File: src/rtl/rcsi_pkg.sv
`default_nettype none

package rcsi_pkg;

    localparam int DATA_W        = 64;
    localparam int MAG_W         = 62;
    localparam int WORD_BITS     = 32;
    localparam int HH_W          = WORD_BITS - 2;
    localparam int DIST_W        = WORD_BITS - 1;
    localparam int QUEUE_DEPTH   = 4;
    localparam int FRAC_BITS_DEF = 16;

    typedef logic signed [DATA_W-1:0] t_q;

    // Internal values saturate symmetrically at +-(2^62 - 1).
    localparam t_q SAT_MAX = t_q'({2'b00, {MAG_W{1'b1}}});

    // Word handed from the front end to the back end through the queue.
    typedef struct packed {
        t_q                b;
        t_q                a2;
        t_q                d;
        t_q                oz;
        t_q                dz;
        logic [HH_W-1:0]   hh;
        logic [DIST_W-1:0] far_lim;
        logic              miss;
    } t_fq;

    function automatic t_q q_add(t_q x, t_q y);
        logic signed [DATA_W:0] s;
        logic signed [DATA_W:0] lim;
        lim = $signed({1'b0, SAT_MAX});
        s   = $signed({x[DATA_W-1], x}) + $signed({y[DATA_W-1], y});
        if (s > lim) begin
            return SAT_MAX;
        end else if (s < -lim) begin
            return -SAT_MAX;
        end
        return t_q'(s[DATA_W-1:0]);
    endfunction

    function automatic logic [MAG_W-1:0] q_mag(t_q x);
        t_q n;
        n = x[DATA_W-1] ? -x : x;
        return n[MAG_W-1:0];
    endfunction

endpackage

`default_nettype wire

File: src/rtl/rcsi_queue.sv
`default_nettype none

module rcsi_queue (
    input  wire logic           i_clk,
    input  wire logic           i_rst_n,
    input  wire logic           i_valid,
    output logic                o_ready,
    input  wire rcsi_pkg::t_fq  i_data,
    output logic                o_valid,
    input  wire logic           i_ready,
    output rcsi_pkg::t_fq       o_data
);

    localparam int DEPTH = rcsi_pkg::QUEUE_DEPTH;
    localparam int PW    = $clog2(DEPTH);
    localparam int CW    = $clog2(DEPTH + 1);

    rcsi_pkg::t_fq r_mem [0:DEPTH-1];
    logic [PW-1:0] r_wp, r_rp;
    logic [CW-1:0] r_cnt;
    logic          push, pop;

    assign o_ready = (r_cnt != CW'(DEPTH));
    assign o_valid = (r_cnt != '0);
    assign o_data  = r_mem[r_rp];
    assign push    = i_valid && o_ready;
    assign pop     = o_valid && i_ready;

    always_ff @(posedge i_clk) begin
        if (push) begin
            r_mem[r_wp] <= i_data;
        end
    end

    always_ff @(posedge i_clk) begin
        if (!i_rst_n) begin
            r_wp  <= '0;
            r_rp  <= '0;
            r_cnt <= '0;
        end else begin
            if (push) begin
                r_wp <= r_wp + PW'(1);
            end
            if (pop) begin
                r_rp <= r_rp + PW'(1);
            end
            if (push && !pop) begin
                r_cnt <= r_cnt + CW'(1);
            end else if (pop && !push) begin
                r_cnt <= r_cnt - CW'(1);
            end
        end
    end

endmodule

`default_nettype wire

File: config.mk
export PLATFORM = sky130hd
export DESIGN_NAME = rcsi_queue
export DESIGN_NICKNAME = d
export VERILOG_FILES = /design/src/rtl/rcsi_pkg.sv /design/src/rtl/rcsi_queue.sv
export SDC_FILE = /design/constraint.sdc
export NUM_CORES = 1
export LEC_CHECK = 0
export ABC_AREA = 1
export BUFFER_PORTS_ARGS = -buffer_cell sky130_fd_sc_hd__buf_4
export CAP_MARGIN = 20
export CORE_MARGIN = 2
export CORE_UTILIZATION = 28
export DETAILED_ROUTE_END_ITERATION = 6
export MAX_ROUTING_LAYER = met4
export PLACE_DENSITY = 0.46
export REMOVE_ABC_BUFFERS = 1
export SLEW_MARGIN = 25
export SYNTH_ARGS = -nofsm -noshare
export SYNTH_HDL_FRONTEND = slang
export SYNTH_SLANG_ARGS = --single-unit
File: constraint.sdc
create_clock -name i_clk -period 21.9 [get_ports i_clk]
set_input_delay 2.19 -clock i_clk [delete_from_list [all_inputs] [get_ports i_clk]]
set_output_delay 2.19 -clock i_clk [all_outputs]
set_load 0.01 [all_outputs]
Yosys cells after proc, flatten, opt, wreduce, memory -nomap -nowiden
Memory sizes are Yosys's and may differ from the RTL's. A register that Yosys moved wholly into a read port is not among the register bits.
Index checks and enable logic that the tools add are counted.
{"block": "word_totals", "elab_cells": 23, "input_bits": 386, "out_inout_bits": 384, "regBits": 7, "ramBits": 1528, "n_memories": 1}
{"memory": "r_mem", "depth": 4, "width": 382, "read_ports": 1, "rd_ports_with_merged_regs": 1, "wr": 1, "line_no": "rcsi_queue.sv:18", "text": "rcsi_pkg::t_fq r_mem [0:DEPTH-1];"}
{"block": "classes", "add_sub_neg": 4, "mux": 6, "n_reduce_logical": 8, "eq_ne": 1}
{"cell": "$mux W3", "count": 2}
{"cell": "$add A2 B1 Y2 const B", "count": 2}
{"cell": "$logic_and A1 B1 Y1", "count": 4}
{"cell": "$mux W2", "count": 2}
{"cell": "$add A3 B1 Y3 const B", "count": 1}
{"cell": "$ne A3 B3 Y1 const B", "count": 1}
{"cell": "$reduce_bool A3 Y1", "count": 1}
{"cell": "$sub A3 B1 Y3 const B", "count": 1}
{"cell": "$logic_not A1 Y1", "count": 2}
{"cell": "$mux W1", "count": 2}
{"cell": "$reduce_bool A2 Y1", "count": 1}

Logic depth before layout (Yosys ltp)
Gate-level depths: netlist (run 1).
{"block": "logic_depth", "word_depth": 6, "mapped_depth": 13, "mapped_depth_nobuf": 13}

Worst setup path after synthesis (run 1)
No wires, ideal clock.
{"block": "synth_path", "path_type": "input -> register", "start": "input i_valid", "end": "memory r_mem[0][0] (netlist name), enable pin", "setup_slack_ns": 2.656, "t_required_ns": 20.765, "path_stages": 2, "setup_time_ns": 1.135, "n_path_buf": 0, "arrival_time_ns": 18.108, "cell_sequence": "nand2_1 nor2_1"}
{"block": "synth_via", "elab_chain_cells": 3}
{"item": "from (decl)", "line_no": "rcsi_queue.sv:6", "text": "input wire logic i_valid,"}
{"item": "$logic_and A1 B1 Y1", "line_no": "rcsi_queue.sv:26", "text": "assign push = i_valid && o_ready;"}
{"item": "$mux W1", "line_no": "rcsi_queue.sv:30", "text": "if (push) begin"}
{"item": "$mux W1 (implied by the code)", "line_no": "rcsi_queue.sv:31", "text": "r_mem[r_wp] <= i_data;"}
{"item": "to (decl)", "line_no": "rcsi_queue.sv:18"}
Every way passes these cells.

==> results of run 1 <==
[path summary, 6_finish.rpt]
path	to	slack, ns	depth (start not counted)
worst max-delay path	o_data[18]	14.77	6
worst min-delay path	register	0.49	2
worst max register to register	r_mem[3][230]$_DFFE_PP_	17.17	8
worst min register to register	register	0.49	2
[layout by cell type (no fill, tap or decap), drive strengths merged]
master       n
a21oi        3
buf        822
bufinv       6
clkbuf     226
clkinv      61
clkinvlp     2
dfxtp        9
diode       25
edfxtp    1528
fa           1
ha           5
inv         24
nand2       15
nand3        4
nand3b       1
nor2       778
o21ai      765
o22ai      382
xor2         1
[report_power, final]
| part | internal [mW] | leakage (nW) | switching, mW |
|---|---|---|---|
| Combinational | 0.773 | 7.30 | 1.43 |
| Sequential | 3.58 | 14.1 | 0.0758 |
| Clock | 1.53 | 2.51 | 1.16 |
| Total | 5.88 | 23.9 | 2.67 |
[layout make-up]
cell class	count	area [sq um]	share of cell area [%]
diodes	25	62.6	0.0888
multi-input cells	1955	9360	13.3
inverters	16	93.8	0.133
repair buffers	822	6310	8.96
well taps	2672	3340	4.75
clock inverters	77	646	0.917
flip-flops and latches	1537	46100	65.4
clock buffers	226	4550	6.46
[per-layer routing]
metal	global-route usage (%)	up-vias
li1	-	15900
met1	18.4	17200
met2	26.2	781
met3	3.74	248
met4	5.64	0
met5	-	-
[registers in the layout, summed over array words and instances, names as in the netlist, named ones only]
| name | flops |
|---|---|
| r_cnt | 3 |
| r_mem | 1528 |
| r_rp | 2 |
| r_wp | 2 |
[critical path: cells and delay by family (launching register included)]
kind	cells	cell delay, ns
flip-flops	1	0.88
buffers and inverters	4	2.43
AO/OA/AOI/OAI	2	0.53
[metrics by stage]
stage / setup WS [ns] / hold WS [ns] / instances / total power [mW] / utilization, %
floorplan: -1.24 / 0.465 / 3508 / 5.04 / -
global placement: 15.35 / 0.485 / 6999 / 5.96 / 32.1
detailed placement: 15.34 / 0.485 / 7000 / 5.97 / 32.2
CTS: 14.66 / 0.494 / 7303 / 8.70 / 34.7
global route: 14.38 / 0.534 / 7326 / 8.94 / 34.8
finish: 14.77 / 0.493 / 7330 / 8.55 / 34.8
[cells by family after synthesis]
group	count (synthesis)	share of synthesized area (%)
AO/OA/AOI/OAI	1150	10.9
XOR/XNOR	1	0.0153
adder cells (fa/ha/maj)	6	0.145
buffers and inverters	270	3.01
flip-flops	1537	80.7
AND/OR/NAND/NOR	798	5.26
==> metrics.md, run 1 <==
| Metric | Value |
|---|---|
| HP Start | r_rp[1]$_SDFFE_PN0P_ |
| Cell variety after synth | 21 |
| Clk sinks | 1,537 |
| Worst EP required | 19.71 ns |
| Yosys warns | 0 |
| Hold_buf cts | 0 |
| Die area | 208,000 sq um |
| Count leader, synth | edfxtp_1 |
| Seq/Total Area, Yosys | 80.7% |
| Post-CTS Setup Repair Bufs | 0 |
| Global placer's final weighted congestion | 0.766 |
| Vias in the first global route | 33,200 |
| # setup viols final | 0 |
| Largest cells by area after synthesis | edfxtp_1 (80%), nor2_1 (5.1%), o22ai_1 (4.2%) |
| Starting DRT DRC Count | 2,356 |
| Area leader, netlist | edfxtp_1 |
| Port buffer count | 769 |
| Worst setup SP type | register |
| Vias per cell | 4.66 |
| Syn_area_per_cell | 15.2 sq um |
| CP Class | reg2out |
| CTS Buf Count | 172 |
| Run status | finished clean |
| Area Growth Syn to Fin | 23.3% |
| Synth top cells by count | edfxtp_1 (1,528), nor2_1 (778), o21ai_0 (394) |
| Minimum clock period | 7.13 ns |
| Cell chain of the critical path | buf_4, buf_4, buf_4, o21ai_0, o22ai_1, buf_4 |
| Worst EP arrival | 4.94 ns |
| Slew Limit Headroom | 25.7% |
| Peak supply drop | 0.0000711 V |
| GR Util All Layers | 15.7% |
| Slowest stage delay, CP | 0.88 ns |
| # rows | 165 |
| CP most frequent cell | buf_4 |
| TritonRoute pass-1 iters | 5 |
| Metal2 WL | 83,300 microns |
| CTS tree | done |
| Final Hold Fails | 0 |
| CTS clock-pin slew for the worst setup and hold paths | 0.06 ns |
| Share of cells above drive strength 1 | 22.5% |
| Critical-path top delay cell | dfxtp_4 |
| CP max FO | 86 |
| Mapped Area | 57,100 sq um |
| Final instance area | 70,400 sq um |
| GRT overflow | 0 |
| Htree depth | 4 |
| Max Cap Violations | 0 |
| CTS resizes | 0 |
| Clk Latency, worst-skew pair | 0.82 ns |
| Area share of the largest cell type after synthesis | 80.3% |
| Via Count | 34,100 |
| P_leak | 23.9 nW |
| FMAX | 0.140 GHz |
| Maximum number of pins on one net before global-route repair | 275 |
| Measured slew at the worst slew-check pin | 1.11 ns |
| Post-DP HPWL | 95,300 microns |
| First-pass GRT wire length | 236,000 microns |
| Hold Crit Class | reg2reg |
| Initial Util | 28.2% |
| Worst setup EP type | output port |
| Routed wl met3 | 8470 microns |
| Core ar. | 203,000 sq um |
| Reg-to-Reg Start | r_cnt[0]$_SDFFE_PN0P_ |
| Top Metal Used | met4 |
| Initial antenna violation count | 28 |
| Filler Cell Count | 19,600 |
| Io pins | 770 |
| Syn Inst Count | 3,762 |
| Final wirelength | 163,000 microns |
| Fin. max-slew vios | 0 |
| Post-DP Area | 65,100 sq um |
| Layout Nets | 4,896 |
| Unrepaired setup endpoints after global routing | false |
| Routed length per placed instance | 22.3 microns |
| Max Buffers Root-to-Sink | 3 |
| Clock Skew | 0.0376 ns |
| Antenna viol nets, final | 0 |
| Async S/R FF share, synth | 0% |
| Commonest register cell after synthesis | edfxtp_1 |
| Pwr Density | 121 nW/um^2 |
| Post-synth EDFFs | 1,528 |
| Die Y-Extent | 456 microns |
| Post-Route Setup TNS | 0 ns |
| Root Buffer | clkbuf_16 |
| Detailed-route DRC error count | 0 |
| Met1 wire length | 66,700 microns |
| Final period utilization | 32.5% |
| Die W | 456 microns |
| #FFs+latches synth | 1,537 |
Power figures use the tool's default switching activity.
==> run 2: changes to the inputs <==
- clock period: 21.9 -> 7.2 ns (I/O delays scaled with it)
==> run 2 against run 1 <==
Effect of this change:
- worst setup slack worse by 12 ns
- die area is the same
- power rose to 3.1 times the previous value
- final area increased by 0.38%
- wire length is 1.2% lower
- count of clock-buffer cells in the layout fell by 7
- non-clock buffer count grew 6
- core utilization increased by 0.13 points
- combinational power grew to 3.0 times the previous value
- final cell count about the same
- clock skew fell by 0.011 ns
- largest power group unchanged
- highest routed layer unchanged
==> metrics.md, run 2 (same netlist as run 1, synthesis figures left out) <==
| Metric | Value |
|---|---|
| Maximum number of pins on one net before global-route repair | 259 (-5.8%) |
| P_leak | 24.0 nW (+0.59%) |
| Io pins | 770 (unchanged) |
| Pre-CTS setup slack | 3.35 ns (-11.99 ns) |
| GR Util All Layers | 15.5% (-0.20 points) |
| Starting DRT DRC Count | 1,981 (-16%) |
| Layout Nets | 4,903 (+0.14%) |
| Run status | finished clean |
| Sw Pwr | 8.12 mW (+200%) |
| Die Y-Extent | 456 microns (unchanged) |
| Root Buffer | clkbuf_16 |
| First-pass GRT wire length | 234,000 microns (-0.95%) |
| CTS tree | done |
| Port buffer count | 769 (unchanged) |
| Grt met3 use | 3.56% (-0.18 points) |
| HP Start | i_data[104] |
| Antenna viol nets, final | 0 (unchanged) |
| TritonRoute pass-1 iters | 5 (unchanged) |
| Final wirelength | 161,000 microns (-1.2%) |
| Worst setup SP type | register |
| Fin. max-slew vios | 0 (unchanged) |
| Clk Latency, worst-skew pair | 0.81 ns (about the same) |
| Routed length per placed instance | 22.0 microns (-1.3%) |
| Reg power frac | 42.5% (-0.2 points) |
| Clk sinks | 1,537 (unchanged) |
| Initial antenna violation count | 25 (-11%) |
| Clock share of power | 31.9% (+0.4 points) |
| Final worst setup slack | 2.54 ns (-12.24 ns) |
| Peak supply drop | 0.000304 V (+330%) |
| Post-DP HPWL | 96,500 microns (+1.2%) |
| Hold Crit Class | in2reg |
| Pwr Density | 369 nW/um^2 (+200%) |
| Slew Limit Headroom | 31.2% (+5.5 points) |
| Largest regs | r_mem: 1528 flops, r_cnt: 3 flops |
| CP Class | reg2out |
| Setup slack, reg-to-reg | 4.06 ns (-13.11 ns) |
| CTS Buf Count | 173 (+0.58%) |
| Hold_buf cts | 0 (unchanged) |
| Unrepaired setup endpoints after global routing | false |
| Final period utilization | 64.8% |
| Filler Cell Count | 19,600 (+0.18%) |
| GRT overflow | 0 (unchanged) |
| Worst setup EP type | output port |
| Detailed-route DRC error count | 0 (unchanged) |
| Die area | 208,000 sq um (unchanged) |
| Measured slew at the worst slew-check pin | 1.03 ns (-0.0830 ns) |
| Initial Util | 28.2% (unchanged) |
| Sequential Area | 46,100 sq um (unchanged) |
| Worst EP arrival | 3.94 ns (-1.00 ns) |
| Post-CTS Setup Repair Bufs | 0 (unchanged) |
| Internal power | 18.0 mW (+210%) |
| Die W | 456 microns (unchanged) |
| Via Count | 34,100 (-0.029%) |
| # setup viols final | 0 (unchanged) |
| Most frequent cells in the layout | edfxtp_1 (1,528), buf_4 (811), nor2_1 (774), o21ai_0 (394), o22ai_1 (382) |
| CTS clock-pin slew for the worst setup and hold paths | 0.06 ns (about the same) |
| CTS resizes | 0 (unchanged) |
| Max reg flops | 1,528 (unchanged) |
| Share of cells above drive strength 1 | 23.0% (+0.46 points) |
| Largest register by flop count | r_mem |
| # rows | 165 (unchanged) |
| Final Hold Fails | 0 (unchanged) |
| Combinational Power Share | 25.6% (-0.2 points) |
| Max Cap Violations | 0 (unchanged) |
| CP max FO | 181 (+110%) |
| FMAX | 0.214 GHz |
| Top Usage Layer GRT | met2 |
| Vias per cell | 4.65 (-0.11%) |
| Global placer's final weighted congestion | 0.750 (-2.1%) |
| Minimum clock period | 4.66 ns |
| Max Buffers Root-to-Sink | 3 (unchanged) |
| M2 GR Usage | 26.2% (about the same) |
| Switch share | 31.1% (-0.067 points) |
| Reg-to-Reg Start | r_cnt[0]$_SDFFE_PN0P_ |
| Area Growth Syn to Fin | 23.8% |
| Vias in the first global route | 32,900 (-0.80%) |
| Commonest non-fill, non-tap cell in the layout | edfxtp_1 |
| Worst EP required | 6.48 ns (-13.23 ns) |
| Multi-input gate area in the final layout | 9360 sq um (unchanged) |
| Clock Skew | 0.0261 ns (-0.0115 ns) |
| Met1 Resource Use GR | 18.3% (-0.17 points) |
| Htree depth | 4 (unchanged) |
| Post-Route Setup TNS | 0 ns (unchanged) |
| Core ar. | 203,000 sq um (unchanged) |
[run 2: worst paths after layout]
check,end,depth (start not counted)
max,o_data[23],5
min,r_mem[1][104]$_DFFE_PP_,1
max reg2reg,r_mem[3][11]$_DFFE_PP_,6
min reg2reg,register,2
[run 2: final cells by class]
| type | instances | area share (%) |
|---|---|---|
| multi-input cells | 1955 | 13.2 |
| repair buffers | 828 | 9.09 |
| clock buffers | 219 | 6.43 |
| inverters | 16 | 0.133 |
| flip-flops and latches | 1537 | 65.2 |
| diodes | 19 | 0.0672 |
| clock inverters | 90 | 1.16 |
| well taps | 2672 | 4.73 |
[run 2: per-stage QoR]
step | area [sq um] | power (mW) | hold slack [ns] | std cells | utilization (%)
finish | 70700 | 26.1 | 0.0939 | 7336 | 34.9
detailed placement | 65300 | 18.1 | 0.492 | 7008 | 32.2
floorplan | 55500 | 15.3 | 0.465 | 3508 | -
global route | 70700 | 27.3 | 0.0345 | 7334 | 34.9
global placement | 65300 | 18.1 | 0.486 | 7008 | 32.2
CTS | 70700 | 26.5 | 0.00377 | 7317 | 34.9
[run 2: power by group through the flow]
| stage | clock [mW] | sequential (mW) | combinational, mW |
|---|---|---|---|
| 6_report | 8.32 | 11.1 | 6.68 |
| 5_1_grt | 8.90 | 11.2 | 7.22 |
| 4_1_cts | 8.58 | 11.1 | 6.86 |
| 3_5_place_dp | 0 | 11.3 | 6.85 |
| 3_3_place_gp | 0 | 11.3 | 6.83 |
| 2_1_floorplan | 0 | 12.1 | 3.22 |
[run 2: worst max-delay path, stage by stage (launching register included)]
cell	delay, ns
dfxtp_4	0.82
buf_12	0.59
buf_4	0.76
o21ai_0	0.21
o22ai_1	0.26
buf_4	0.18
[run 2: layer usage]
metal	vias to the layer above	wire length [microns]
li1	15900	-
met1	17300	65800
met2	739	83300
met3	224	8220
met4	0	4040
met5	-	0
